File: config.mk
export PLATFORM = sky130hd
export DESIGN_NAME = krjd_cfg
export DESIGN_NICKNAME = d
export VERILOG_FILES = /design/src/hw/rtl/krjd_pkg.sv /design/src/hw/rtl/krjd_cfg.sv
export SDC_FILE = /design/constraint.sdc
export NUM_CORES = 1
export LEC_CHECK = 0
export BUFFER_PORTS_ARGS = -buffer_cell sky130_fd_sc_hd__buf_2
export CAP_MARGIN = 10
export CORE_MARGIN = 2
export CORE_UTILIZATION = 45
export DETAILED_ROUTE_END_ITERATION = 10
export HOLD_SLACK_MARGIN = 0.06
export PLACE_DENSITY = 0.84
export SLEW_MARGIN = 15
export SYNTH_ARGS = -nofsm -noshare
export SYNTH_HDL_FRONTEND = slang
export SYNTH_SLANG_ARGS = --single-unit
export TNS_END_PERCENT = 10
File: constraint.sdc
create_clock -name aclk -period 2.5 [get_ports aclk]
set_input_delay 0.5 -clock aclk [delete_from_list [all_inputs] [get_ports aclk]]
set_output_delay 0.5 -clock aclk [all_outputs]
set_load 0.01 [all_outputs]
File: src/hw/rtl/krjd_pkg.sv
package krjd_pkg;

    // field widths
    localparam int TIME_W  = 32;
    localparam int INDEX_W = 8;
    localparam int CFG_W   = 8;
    localparam int APB_AW  = 4;
    localparam int APB_DW  = 32;

    // register indexes (byte address divided by four)
    localparam logic [1:0] REG_REPEAT_DELAY   = 2'd0;
    localparam logic [1:0] REG_JD_DURATION    = 2'd1;
    localparam logic [1:0] REG_AUTO_HOLD      = 2'd2;
    localparam logic [1:0] REG_AUTO_HOLD_CLR  = 2'd3;

    // register reset values
    localparam logic [CFG_W-1:0] RST_REPEAT_DELAY  = 8'd64;
    localparam logic [CFG_W-1:0] RST_JD_DURATION   = 8'd4;
    localparam logic [CFG_W-1:0] RST_AUTO_HOLD     = 8'd0;
    localparam logic [CFG_W-1:0] RST_AUTO_HOLD_CLR = 8'd0;

    typedef struct packed {
        logic [CFG_W-1:0] repeat_delay;
        logic [CFG_W-1:0] jd_duration;
        logic [CFG_W-1:0] auto_hold_key;
        logic [CFG_W-1:0] auto_hold_clear_key;
    } cfg_t;

    // per-key state kept in the memory
    typedef struct packed {
        logic              held;
        logic              jd_valid;
        logic              jd_lock;
        logic [TIME_W-1:0] down_time;
        logic [TIME_W-1:0] jd_time;
    } key_entry_t;

endpackage

File: src/hw/rtl/krjd_cfg.sv
module krjd_cfg
    import krjd_pkg::*;
(
    input  logic              aclk,
    input  logic              aresetn,
    input  logic              psel,
    input  logic              penable,
    input  logic              pwrite,
    input  logic [APB_AW-1:0] paddr,
    input  logic [APB_DW-1:0] pwdata,
    output logic [APB_DW-1:0] prdata,
    output logic              pready,
    output cfg_t              cfg
);

    cfg_t       cfg_reg;
    logic       wr_en;
    logic [1:0] reg_sel;

    assign pready  = 1'b1;
    assign wr_en   = psel & penable & pwrite;
    assign reg_sel = paddr[3:2];
    assign cfg     = cfg_reg;

    // register writes
    always_ff @(posedge aclk) begin
        if (!aresetn) begin
            cfg_reg.repeat_delay        <= RST_REPEAT_DELAY;
            cfg_reg.jd_duration         <= RST_JD_DURATION;
            cfg_reg.auto_hold_key       <= RST_AUTO_HOLD;
            cfg_reg.auto_hold_clear_key <= RST_AUTO_HOLD_CLR;
        end else if (wr_en) begin
            unique case (reg_sel)
                REG_REPEAT_DELAY:  cfg_reg.repeat_delay        <= pwdata[CFG_W-1:0];
                REG_JD_DURATION:   cfg_reg.jd_duration         <= pwdata[CFG_W-1:0];
                REG_AUTO_HOLD:     cfg_reg.auto_hold_key       <= pwdata[CFG_W-1:0];
                REG_AUTO_HOLD_CLR: cfg_reg.auto_hold_clear_key <= pwdata[CFG_W-1:0];
            endcase
        end
    end

    // register reads
    always_comb begin
        unique case (reg_sel)
            REG_REPEAT_DELAY:  prdata = {{(APB_DW-CFG_W){1'b0}}, cfg_reg.repeat_delay};
            REG_JD_DURATION:   prdata = {{(APB_DW-CFG_W){1'b0}}, cfg_reg.jd_duration};
            REG_AUTO_HOLD:     prdata = {{(APB_DW-CFG_W){1'b0}}, cfg_reg.auto_hold_key};
            REG_AUTO_HOLD_CLR: prdata = {{(APB_DW-CFG_W){1'b0}}, cfg_reg.auto_hold_clear_key};
        endcase
    end

endmodule

==> impl_metrics.tcl <==
set metrics [dict create \
    clk_pin_slew_ps 90 \
    gr-total-overflow 0 \
    crit_path_end_kind "output port" \
    die_h_um 64.49 \
    status "finished clean" \
    fillers 317 \
    firstDrtPassIters 4 \
    crit_path_cell_trace "buf_2 > mux4_2 > buf_2" \
    start_kind "input pin" \
    drv_cap 0 \
    drive_gt1_share_pct 37.62 \
    vias 1187 \
    cts-root-buf "clkbuf_4" \
    hold_viol_final 0 \
    core_um2 3416 \
    vias_per_cell 4.637 \
    drtAntennaViolNets 0 \
    ys_ff_latch 32 \
    insertion_delay_ps 330 \
    grt_pass1_wl_um 5250 \
    finalCriticalPeriod_ps 2109 \
    cp_slowest_cell "mux4_2" \
    antenna_found_initial 0 \
    rows 21 \
    wl_per_cell_um 12.88 \
    cts_tree "yes" \
    crit_fanout 13 \
    track_usage_pct 17.05 \
    finalSetupViolCount 0 \
    total_power_w 0.0009514 \
    largest_reg_flops 32 \
    diodes 0 \
    port_buffers 54 \
    grt_setup_unrepaired "false" \
    power.leakage_nw 0.9535 \
    place_congestion 0.7047 \
    path_buf_inv 2 \
    layout_commonest_cell "buf_2" \
    crit_arrival_ps 1610 \
    worst_pin_slew_ps 658.4 \
    worstHoldPathCells 3 \
    cts_resized 0 \
    fin_skew_ps 0 \
    first_iter_violations 54 \
    fin_crit_sh_pct 84.34 \
    drc 0 \
    finalNetCount 251 \
    fmax_ghz 0.4743 \
    area_growth_pct 16.57 \
    max-vdd-ir-drop_mv 0.2609 \
    place_hpwl_um 2431 \
    syn_area_per_cell_um2 10.55 \
    cts-htree-levels 2 \
    synth_cells 156 \
    totalWireLength_um 3297 \
    crit_top_cell "buf_2" \
    hold_class "in2reg" \
    die_area_um2 4159 \
    grt_max_degree 40 \
    fin_setup_tns_ps 0 \
    cts_buffer_depth 2 \
    cpPeakStageDelay_ps 570 \
    p_per_area_nw_per_um2 495.7 \
    reg2reg_depth 2 \
    crit_family "multiplexers" \
    maxSlewViolCount 0 \
    grt_pass1_vias 1077 \
    die_x_um 64.49 \
    ys_types 16 \
    yosysWarnings 0 \
    cp_data_required_time_ps 2000 \
    cts_setup_buffers 0 \
    worst-setup-path-type "in2out" \
    slew_headroom_pct 56.11 \
    rrSetupSlack_ps 1850 \
    cts_buffers 5 \
    cts_hold_buf 0 \
    synthesis.area_um2 1647 \
    seq_area_frac_synth_pct 38.91 \
    io_pins 106 \
    cts_sinks 32 \
    initial_utilization_pct 48.21 \
    crit_cells 3 \
    final_cell_mix "54 x buf_2, 38 x nand2_1, 32 x mux2i_1, 32 x dfxtp_1, 25 x conb_1" \
]
[stage by stage]
stage | instance area [µm²] | util (%) | setup WS [ps] | std cells | hold slack, ps
4_1_cts | 1919 | 56.19 | 370.0 | 256 | 442.1
5_1_grt | 1919 | 56.19 | 340.4 | 256 | 471.0
3_3_place_gp | 1854 | 54.29 | 379.3 | 249 | 451.8
2_1_floorplan | 1733 | - | 798.6 | 179 | 488.1
3_5_place_dp | 1854 | 54.29 | 372.6 | 249 | 462.4
6_report | 1919 | 56.19 | 391.5 | 256 | 455.2
[tightest hold or removal path, cell delays in order]
cell	delay, ps
buf_2	90
nor2b_1	40
mux2i_1	110
[final timing paths]
| kind | to | start |
|---|---|---|
| max | prdata[6] | paddr[3] |
| min | cfg[30] | pwdata[6] |
| max reg2reg | cfg[16] | cfg[16] |
| min reg2reg | cfg[24] | cfg[24] |
[synth_stat cells]
master,n,area [µm²]
nor3b_4,1,18.77
dfxtp_1,32,640.6
nor3b_1,1,7.510
buf_4,27,202.7
mux4_2,8,180.2
mux2i_1,32,320.3
nand2_1,38,142.6
nor2b_1,4,25.02
clkbuf_1,4,15.01
conb_1,2,7.510
buf_6,1,11.26
nand3b_2,1,11.26
nand3_4,2,35.03
nor3_4,1,16.27
buf_2,1,5.000
and3_2,1,7.510
[cells by family after synthesis]
kind of cell / Yosys count / synth area share, %
simple gates: 49 / 16.03
mux: 40 / 30.40
buf+inv: 33 / 14.21
other cells: 2 / 0.4561
flops: 32 / 38.91
[cell type report]
| cell class | instances | area (µm²) | share of cell area, % |
|---|---|---|---|
| clock buffer | 7 | 65.06 | 3.390 |
| sequential | 32 | 640.6 | 33.38 |
| tap | 46 | 57.56 | 2.999 |
| timing repair buffer | 57 | 292.8 | 15.25 |
| multi-input combinational | 114 | 863.3 | 44.98 |
[layer usage]
metal	global-route usage [%]	routed length, µm
met3	6.250	204
met2	29.17	1633
met1	19.43	1407
met5	0	0
met4	6.383	51
[power breakdown]
group | internal (W) | switching [W]
clock | 0.000159 | 0.000165
sequential | 0.000516 | 0.00000457
combinational | 0.0000379 | 0.0000683
total | 0.000713 | 0.000238
Power figures use the tool's default switching activity.
